## src/pee_pkg.sv

```systemverilog
`timescale 1ns / 1ps

package pee_pkg;

	localparam int unsigned WORD_W = 32;
	localparam int unsigned CHAR_W = 8;
	localparam int unsigned STATUS_W = 3;
	// output word: value, status, then zero fill to whole bytes
	localparam int unsigned OUT_W = 40;

	typedef logic [WORD_W-1:0] word_t;
	typedef logic [CHAR_W-1:0] char_t;

	// result status codes
	typedef enum logic [STATUS_W-1:0] {
		ST_OK        = 3'd0,
		ST_UNDERFLOW = 3'd1,
		ST_OVERFLOW  = 3'd2,
		ST_BADCHAR   = 3'd3,
		ST_EMPTY     = 3'd4
	} status_t;

	// per-cell move: keep, take the neighbor above, take the neighbor below
	typedef enum logic [1:0] {
		CELL_HOLD,
		CELL_PUSH,
		CELL_POP
	} cell_cmd_t;

	typedef enum logic [1:0] {
		ALU_ADD,
		ALU_SUB,
		ALU_MUL
	} alu_op_t;

	// ASCII characters of interest
	localparam char_t CH_PLUS  = 8'h2B;
	localparam char_t CH_MINUS = 8'h2D;
	localparam char_t CH_STAR  = 8'h2A;
	localparam char_t CH_ZERO  = 8'h30;
	localparam char_t CH_NINE  = 8'h39;
	localparam char_t CH_SPACE = 8'h20;

endpackage

```

## src/pee_alu.sv

```systemverilog
`timescale 1ns / 1ps

module pee_alu
	import pee_pkg::*;
(
	input  alu_op_t op,
	input  word_t   a,
	input  word_t   b,
	output word_t   r
);

	logic [2*WORD_W-1:0] prod;

	assign prod = a * b;

	// wrapping two's complement arithmetic on the two top entries
	always_comb begin
		unique case (op)
			ALU_ADD: r = a + b;
			ALU_SUB: r = a - b;
			ALU_MUL: r = prod[WORD_W-1:0];
			default: r = a + b;
		endcase
	end

endmodule

```

## config.mk

```make
export PLATFORM = sky130hd
export DESIGN_NAME = pee_alu
export DESIGN_NICKNAME = d
export VERILOG_FILES = /design/src/pee_pkg.sv /design/src/pee_alu.sv
export SDC_FILE = /design/constraint.sdc
export NUM_CORES = 1
export LEC_CHECK = 0
export BUFFER_PORTS_ARGS = -buffer_cell sky130_fd_sc_hd__buf_2
export CAP_MARGIN = 0
export CORE_MARGIN = 4
export CORE_UTILIZATION = 65
export DETAILED_ROUTE_END_ITERATION = 6
export GPL_ROUTABILITY_DRIVEN = 0
export PLACE_DENSITY = 0.9
export SLEW_MARGIN = 20
export SYNTH_ARGS = -nofsm -noshare
export SYNTH_HDL_FRONTEND = slang
export SYNTH_SLANG_ARGS = --single-unit
```

## constraint.sdc

```tcl
create_clock -name vclk -period 21.8
set_clock_uncertainty 0.1 [all_clocks]
set_input_delay 2.18 -clock vclk [all_inputs]
set_output_delay 2.18 -clock vclk [all_outputs]
set_load 0.005 [all_outputs]
```

Word level (Yosys, flattened, before mapping)
Cells that the tools add are included.

Flip-flop bits (word level): 0. Output and inout port bits: 32. Logic and storage cells: 6.

Add/subtract/negate cells: 2. Multipliers: 1. Equal/unequal tests: 2. Mux-type cells: 1.

Operators by type and width (count): $pmux 32 s2 (1); $add 32x32->32 (1); $mul 32x32->32 (1); $sub 32x32->32 (1); $eq 2x1->1 const B (1); $eq 2x2->1 const B (1).

Longest topological paths before layout
Depth in word-level cells: 2. Gate-level depth with buffers: 28.

Least setup slack after synthesis
No wires, ideal clock.

Kind: input to output. Start: input a[12]. End: output r[31]. Arrival: 8.654 ns. Setup slack: 10.866 ns. Stages: 26. Path buffers: 2. Path through: clkbuf_1 -> clkbuf_1 -> and2_1 -> fa_1 -> fa_1 -> fa_1 -> inv_1 -> fa_1 -> inv_1 -> fa_1 -> inv_1 -> fa_1 -> inv_1 -> fa_1 -> fa_1 -> ha_1 -> a21o_1 -> a21o_1 -> a21o_1 -> nand3_1 -> o31ai_1 -> o41ai_1 -> o21ai_0 -> xnor2_1 -> nor2_1 -> a21oi_1.

Cells in the longest elaborated chain, start to end: 2.

RTL lines: from (decl) (RTL line pee_alu.sv:7) `input word_t a,`; $mul 32x32->32 (tied with other cells) (RTL line pee_alu.sv:14) `assign prod = a * b;`; $pmux 32 s2 (*) (RTL line pee_alu.sv:18) `unique case (op)`; to (decl) (RTL line pee_alu.sv:9) `output word_t r`.

Every way passes the cells marked *; elsewhere a longest branch is shown, timed or not.

Worst setup path after layout
Start: input b[6]. End: output r[31].

Cells in the longest elaborated chain, start to end: 2.

RTL lines: from (decl) (RTL line pee_alu.sv:8) `input word_t b,`; $mul 32x32->32 (tied with other cells) (RTL line pee_alu.sv:14); $pmux 32 s2 (*) (RTL line pee_alu.sv:18).

Marks and branches as above.

==> metrics.md <==
| Metric | Value |
|---|---|
| Status | `completed` |
| Most frequent cells in the layout | `409 x fa_1, 391 x inv_1, 311 x and2_1` |
| Mean Syn Cell Area | `approximately 8.7 um2` |
| Top Family by Delay on Critical Path | `adder cells` |
| Post-synthesis cell area | `18200 um2` |
| Worst-margin pin slew | `between 0.8 and 0.9 ns` |
| Routing usage on met1 | `roughly 44%` |
| Pin count of the biggest net entering global routing | `36` |
| WL final | `between 40 and 50 mm` |
| Area Overhead vs Synth | `3.06%` |
| Setup TNS | `0 ns` |
| Global-route wire length before repair | `between 80 and 90 mm` |
| Detail-routed net length per standard cell | `between 20 and 25 um` |
| Post-CTS resize count | `0` |
| Fin nets | `approximately 2.7k` |
| CP most frequent cell | `fa_1` |
| Die W | `around 180 um` |
| Flip-flop and latch count | `0` |
| Critical path class | `in2out` |
| GR Util met2 | `~55%` |
| Register area share after synthesis | `0%` |
| Layout cell share with drive strength beyond 1 | `~5.7%` |
| DRC Markers | `0` |
| Synth Instances | `around 2.1k` |
| Number of global-route vias before repair | `16.2k` |
| Height of the chip | `~180 um` |
| Min-Delay Path Depth | `5` |
| GRT Util Overall | `between 30 and 40%` |
| Crit path time final | `between 10 and 15 ns` |
| Max Fclk | `approximately 85 MHz` |
| Critical path arrival | `9.51 ns` |
| RSZ-0062 raised after global routing | `false` |
| Detailed Route Iter0 Violations | `1342` |
| Die area | `30800 um2` |
| Post-route ant nets | `0` |
| Area share of the largest cell type after synthesis | `about 45%` |
| Hold-fix buffers, CTS | `0` |
| FP Rows | `between 60 and 70` |
| I/O Buffers | `a little under 100` |
| CP Buf/Inv Count | `6` |
| Nature of the critical path startpoint | `primary input` |
| Synth top area cells | `fa_1 45%, ha_1 11%, and2_1 11%` |
| Antenna violations before repair | `0` |
| Postcts setup bufs | `0` |
| Crit path depth | `26` |
| Initial core utilization | `approximately two thirds` |
| Clkbuf count | `0` |
| Largest area contributor in the netlist | `fa_1` |
| Commonest non-fill, non-tap cell in the layout | `fa_1` |
| Total grt overflow | `0` |
| Via Count | `roughly 15k` |
| Worst EP required | `slightly below 20 ns` |
| I/O pin total | `just under 100` |
| Tcrit/Tclk final | `between 50% and 60%` |
| Core Region | `about 28000 um2` |
| CP max stage cell | `buf_2` |
| Synth Net Count | `roughly 2.7k` |
| Slowest stage delay, CP | `0.56 ns` |
| Synth warn | `0` |
| Post-DP HPWL | `between 30 and 40 mm` |
| Initial DRT Pass Iterations | `5` |
| Register area | `0 um2` |
| Crit Path Max Fanout | `31` |
| CP endpoint kind | `output pin` |
| Netlist cell types | `62` |
| Maxcap violations | `0` |
| Met3 GRT Util | `between 7 and 8%` |
| Hold Path Class | `in2out` |
| Slew HR | `between 40 and 50%` |
| Most used routing layer | `met2` |
| Max Slew Vio Count | `0` |
| DR vias/cell | `approximately 6` |
| Antenna Cells | `0` |
| Final Hold Viols | `0` |
| Final setup vio count | `0` |
==> worst paths after layout <==
kind,from,to,slack [ns]
setup / recovery,b[6],r[31],10.01
hold / removal,op[0],r[2],4.79
==> area by class of cell <==
cell class	instances	area, um2
Tap cell	378	473
Multi-Input combinational cell	1601	16300
Inverter	391	1470
Timing Repair Buffer	101	513
Fill cell	1990	8940
==> Yosys cell counts, drive strengths merged, types with 10 or more instances <==
cell,count
clkbuf,103
fa,409
xnor2,96
nand2,255
and2,311
xor2,42
o31ai,12
o21ai,53
a21o,33
nand2b,13
ha,156
nand3,15
nor2,45
a21oi,64
inv,391
nor3,10
==> layer usage <==
layer	routed length (um)	share of wire (%)
met1	17700	36
met2	23200	47
met5	0	0
met3	6200	13
met4	2440	4.9
==> cell families after synthesis <==
logic type | share of synthesized area, %
AOI/OAI and AO/OA | 7.46
muxes | 0.165
buffers and inverters | 10.4
xor gates and xnor gates | 6.68
and+or+nand+nor | 19.6
adders and majority gates | 55.7
==> stage by stage <==
stage	std cells	worst slack [ns]	utilization (%)	instance area, um2	hold WS, ns
2_1_floorplan	2104	10.87	-	18200	4.41
3_3_place_gp	2471	10.24	67.7	18800	4.76
3_5_place_dp	2471	10.21	67.7	18800	4.77
4_1_cts	2471	10.17	67.7	18800	4.78
5_1_grt	2471	9.63	67.7	18800	4.83
6_report	2471	10.01	67.7	18800	4.79
==> worst min-delay path, cell delays in order <==
cell	delay, ns
buf_2	0.11
nor2b_2	0.13
nand2_1	0.10
o21ai_0	0.06
buf_2	0.12
Power is left out: the tool's default activity adds up to more than one toggle a clock period on the data nets, which glitch-free logic cannot reach.
