===== config.mk =====
export PLATFORM = sky130hd
export DESIGN_NAME = pee_cell
export DESIGN_NICKNAME = d
export VERILOG_FILES = /design/src/pee_pkg.sv /design/src/pee_cell.sv
export SDC_FILE = /design/constraint.sdc
export NUM_CORES = 1
export LEC_CHECK = 0
export ABC_AREA = 1
export BUFFER_PORTS_ARGS = -buffer_cell sky130_fd_sc_hd__clkbuf_2
export CORE_MARGIN = 2
export CORE_UTILIZATION = 28
export CTS_BUF_LIST = sky130_fd_sc_hd__clkbuf_8
export DETAILED_ROUTE_END_ITERATION = 7
export HOLD_SLACK_MARGIN = 0.08
export MAX_ROUTING_LAYER = met4
export PLACE_DENSITY_LB_ADDON = 0.15
export SLEW_MARGIN = 5
export SYNTH_ARGS = -nofsm -noshare
export SYNTH_HDL_FRONTEND = slang
export SYNTH_SLANG_ARGS = --single-unit

===== constraint.sdc =====
create_clock -name clk -period 1.65 [get_ports clk]
set_clock_uncertainty 0.05 [all_clocks]
set_input_delay 0.33 -clock clk [delete_from_list [all_inputs] [get_ports clk]]
set_output_delay 0.33 -clock clk [all_outputs]
set_load 0.1 [all_outputs]

===== src/pee_pkg.sv =====
`timescale 1ns / 1ps

package pee_pkg;

	localparam int unsigned WORD_W = 32;
	localparam int unsigned CHAR_W = 8;
	localparam int unsigned STATUS_W = 3;
	// output word: value, status, then zero fill to whole bytes
	localparam int unsigned OUT_W = 40;

	typedef logic [WORD_W-1:0] word_t;
	typedef logic [CHAR_W-1:0] char_t;

	// result status codes
	typedef enum logic [STATUS_W-1:0] {
		ST_OK        = 3'd0,
		ST_UNDERFLOW = 3'd1,
		ST_OVERFLOW  = 3'd2,
		ST_BADCHAR   = 3'd3,
		ST_EMPTY     = 3'd4
	} status_t;

	// per-cell move: keep, take the neighbor above, take the neighbor below
	typedef enum logic [1:0] {
		CELL_HOLD,
		CELL_PUSH,
		CELL_POP
	} cell_cmd_t;

	typedef enum logic [1:0] {
		ALU_ADD,
		ALU_SUB,
		ALU_MUL
	} alu_op_t;

	// ASCII characters of interest
	localparam char_t CH_PLUS  = 8'h2B;
	localparam char_t CH_MINUS = 8'h2D;
	localparam char_t CH_STAR  = 8'h2A;
	localparam char_t CH_ZERO  = 8'h30;
	localparam char_t CH_NINE  = 8'h39;
	localparam char_t CH_SPACE = 8'h20;

endpackage


===== src/pee_cell.sv =====
`timescale 1ns / 1ps

module pee_cell
	import pee_pkg::*;
(
	input  logic      clk,
	input  cell_cmd_t cmd,
	input  word_t     from_up,
	input  word_t     from_down,
	output word_t     q
);

	word_t entry_q;

	// one stack entry; shifts toward the bottom on push, toward the top on pop
	always_ff @(posedge clk) begin
		unique case (cmd)
			CELL_PUSH: entry_q <= from_up;
			CELL_POP:  entry_q <= from_down;
			default:   entry_q <= entry_q;
		endcase
	end

	assign q = entry_q;

endmodule


# --- Yosys cells after proc, flatten, opt, wreduce, memory -nomap -nowiden ---
# Index checks and enable logic that the tools add are counted.
word_totals:
  regBits: 32
  inputBits: 67
  out_inout_bits: 32
  word_cells: 5
op_classes:
  n_eq_ne: 2
  mux: 1
  n_reduce_logical: 1
ops:
  columns: ["cell", "count"]
  rows:
  - ["32-bit one-hot mux with 2 select lines", 1]
  - ["2-bit by 1-bit equality test with 1-bit output, second input constant", 1]
  - ["2-bit equality test, second input constant", 1]
  - ["2-bit nonzero test", 1]

# --- Longest topological paths before layout ---
depth:
  ltp_word: 2
  depth_mapped: 7
  ltp_nobuf: 5

# --- Worst setup path before layout ---
# Ideal clock, no wire load.
synth_path:
  kind: "input to register"
  start: "input port cmd[0]"
  end: "register entry_q[0], in the netlist q[0], enable pin"
  setup_ns: 0.387
  arrival_time_ns: 1.268
  t_required_ns: 1.213
  path_slack_ns: -0.055
  cell_stages: 3
  cell_sequence: "inv_1 ha_1 inv_1"
synth_via:
  elab_chain_cells: 2
synth_rtl:
  columns: ["element", "line_no", "rtl"]
  rows:
  - ["start: declaration", "pee_cell.sv:7", "input cell_cmd_t cmd,"]
  - ["2-bit equality test or 2-bit by 1-bit equality test with 1-bit output (tied branches)", "pee_cell.sv:17", "unique case (cmd)"]
  - ["2-bit nonzero test (no line) (*)", null, null]
  - ["end signal: assignment", "pee_cell.sv:18", "CELL_PUSH: entry_q <= from_up;"]
  - ["end signal: assignment", "pee_cell.sv:19", "CELL_POP: entry_q <= from_down;"]
  - ["end signal: assignment", "pee_cell.sv:20", "default: entry_q <= entry_q;"]
  - ["end: declaration", "pee_cell.sv:13", "word_t entry_q;"]
# Every way passes the cells marked *; elsewhere a longest branch is shown, timed or not.
# A chain may end at the register's enable or synchronous reset.

# --- Worst setup path in the final report ---
layout_path:
  start: "register entry_q[25], in the netlist q[25]"
  end: "output port q[25]"
layout_lines:
  columns: ["element", "line_no", "rtl"]
  rows:
  - ["end: declaration", "pee_cell.sv:10", "output word_t q"]
# No word-level cell between the ends.

==> flow_metrics.py <==
metrics = {
    "setup_path": {
        "worst_setup_path_start_kind": "flop",
        "crit_path_end_kind": "primary output",
        "path_delay_family": "buffers and inverters",
        "critPathKind": "flop to primary output",
        "cp.arrival_ps": 1080,
        "cp.required_ps": 1270,
        "crit_path_max_fanout": 1,
        "path_buf_inv": 1,
        "cp_cell_sequence": "clkbuf_2",
        "crit_slowest_cell": "clkbuf_2",
        "worst_path_largest_cell_delay_ps": 460,
    },
    "power_and_ir_drop": {
        "switchingPower_mw": 1.30,
        "power_frac_comb": 0.423,
        "seqPwrFrac": 0.384,
        "p_leak_nw": 1.08,
        "internal_power_mw": 1.49,
        "swShare": 0.466,
        "ir_worst_vdd_mv": 0.479,
        "power.density_nw_per_um2": 1340,
        "pwr-share-clk": 0.193,
    },
    "die": {
        "die_area_um2": 5860,
        "start_util": 0.288,
        "core_area_um2": 5110,
        "io_pins": 99,
        "die_h_um": 76.5,
        "dieWidth_um": 76.5,
        "rows": 26,
    },
    "yosys": {
        "yosys.area.top_type": "edfxtp_1",
        "postSynthNetCount": 207,
        "synth_top_area_share": 0.653,
        "synthCells": 139,
        "yosysMostFrequentCell": "nand2_1",
        "ys_seq_area_frac": 0.653,
        "ys_warn_count": 0,
        "synth-edff-count": 32,
        "ys_types": 9,
        "synth.cell_area_um2": 1470,
        "yosys-top-cells-area": "edfxtp_1, nand2_1, nand2_2",
        "ys_async_sr_fraction": 0,
        "ys.flop_type": "edfxtp_1",
        "avgSynthCellArea_um2": 10.6,
        "ys_ff_latch": 32,
        "ys_top_cells_by_count": "nand2_1, edfxtp_1, nand2_2",
    },
    "layout": {
        "multi_input_area_um2": 398,
        "seq_area_um2": 961,
        "nets": 308,
        "areaGrowthSynthToFinish_pct": 40.6,
        "num-fill-cells": 550,
        "largest_reg_flops": 32,
        "drive_above_1_share": 0.492,
        "num_antenna_cells": 0,
    },
    "clock_network": {
        "cts_root_buf": "clkbuf_8",
        "cts_sinks": 32,
        "clk_path_buf_depth": 2,
        "cts_setup_buffers": 0,
        "cts.reportedPaths.clkPinSlew_ps": 60,
        "h-tree-depth": 2,
        "cts_tree": "built",
        "hold_buffers": 0,
        "numCtsBuffers": 5,
        "post_cts_resize_count": 0,
    },
    "hold_path": {
        "holdPathEnd": "q[20]",
        "worstHoldStart": "from_up[20]",
        "whs_path_depth": 3,
        "hold_class": "input pin to flop",
    },
    "detailed_routing": {
        "drt-total-wl_um": 3420,
        "dr.pass1.iters": 4,
        "drt_iter0_markers": 31,
        "wl_per_cell_um": 11.0,
        "vias_per_cell": 4.11,
        "route.detailed.drc": 0,
        "vias": 1275,
        "ant_nets": 0,
    },
    "placed_design": {
        "gp_congestion": 0.743,
        "io_buffers": 98,
        "place.detailed.hpwl_um": 2580,
        "place_ws_ps": 214,
    },
    "outcome": {
        "status": "completed",
    },
    "flow_run": {
        "drv_cap": 0,
    },
    "sta": {
        "layout_min_cycle_time_ps": 1460,
        "final_hold_viol_count": 0,
        "relSlewSlack": 0.632,
        "max_freq_mhz": 687,
        "setup_ws_ps": 194,
        "slew_violations": 0,
        "finalSetupTns_ps": 0,
        "worst_slew_pin_slew_ps": 555,
        "rsz0062_at_grt": "no",
        "timing.final.crit_share": 0.883,
        "setup_viol": 0,
    },
    "grt": {
        "grt_pass1_wl_um": 5620,
        "grt_pass1_vias": 1244,
        "antenna_found_initial": 0,
        "gr-total-overflow": 0,
        "grt_usage": 0.127,
        "grt_max_degree": 33,
    },
}
[stage by stage]
stage	util	total power [mW]	hold slack (ps)	instances	area (um2)
after floorplan	-	2.07	453	139	1480
after global routing	0.405	2.88	264	310	2070
after detailed placement	0.390	2.27	550	303	1990
after CTS	0.405	2.81	259	310	2070
after global placement	0.390	2.27	550	303	1990
final	0.405	2.78	271	310	2070
[area by class of cell]
cell class              count  share of cell area
clock inverters             2             0.00363
clock buffers               5              0.0332
well taps                  70              0.0423
flip-flops and latches     32               0.464
repair buffers            101               0.254
multi-input cells          97               0.192
inverters                   3              0.0109
[how the worst max path moves through the flow]
| stage | start | endpoint | slack [ps] | cells past startpoint |
|---|---|---|---|---|
| floorplan | cmd[0] | q[0] | 120 | 3 |
| global placement | cmd[0] | q[18] | 220 | 6 |
| detailed placement | cmd[0] | q[10] | 210 | 6 |
| CTS | q[25] | q[25] | 180 | 1 |
| global route | q[25] | q[25] | 160 | 1 |
| finish | q[25] | q[25] | 190 | 1 |
[per-layer routing]
layer / track usage / part of all wire / up-vias
li1: - / - / 642
met1: 0.146 / 0.42 / 572
met2: 0.206 / 0.50 / 56
met3: 0.0367 / 0.061 / 5
met4: 0.0545 / 0.018 / 0
met5: - / 0 / -
[logic make-up after synthesis]
family	count (synthesis)	synth area share
adders and majority gates	1	0.00849
and+or+nand+nor	96	0.262
buffers and inverters	10	0.0773
DFF	32	0.653
[power by group through the flow]
stage | Sequential (mW) | Combinational, mW | Clock [mW]
4_1_cts | 1.07 | 1.19 | 0.554
5_1_grt | 1.08 | 1.22 | 0.584
6_report | 1.07 | 1.18 | 0.536
3_5_place_dp | 1.09 | 1.19 | 0
2_1_floorplan | 1.94 | 0.126 | 0
3_3_place_gp | 1.09 | 1.18 | 0
[cell usage in the layout (no fill, tap or decap), types with 2 or more instances in the layout]
cell type	Yosys	layout
buf_4	0	2
clkbuf_2	0	98
clkinv_1	0	2
nand2_2	10	10
clkbuf_8	3	5
nand2_1	86	86
edfxtp_1	32	32
Note: power is estimated with default switching activity, not from simulation.
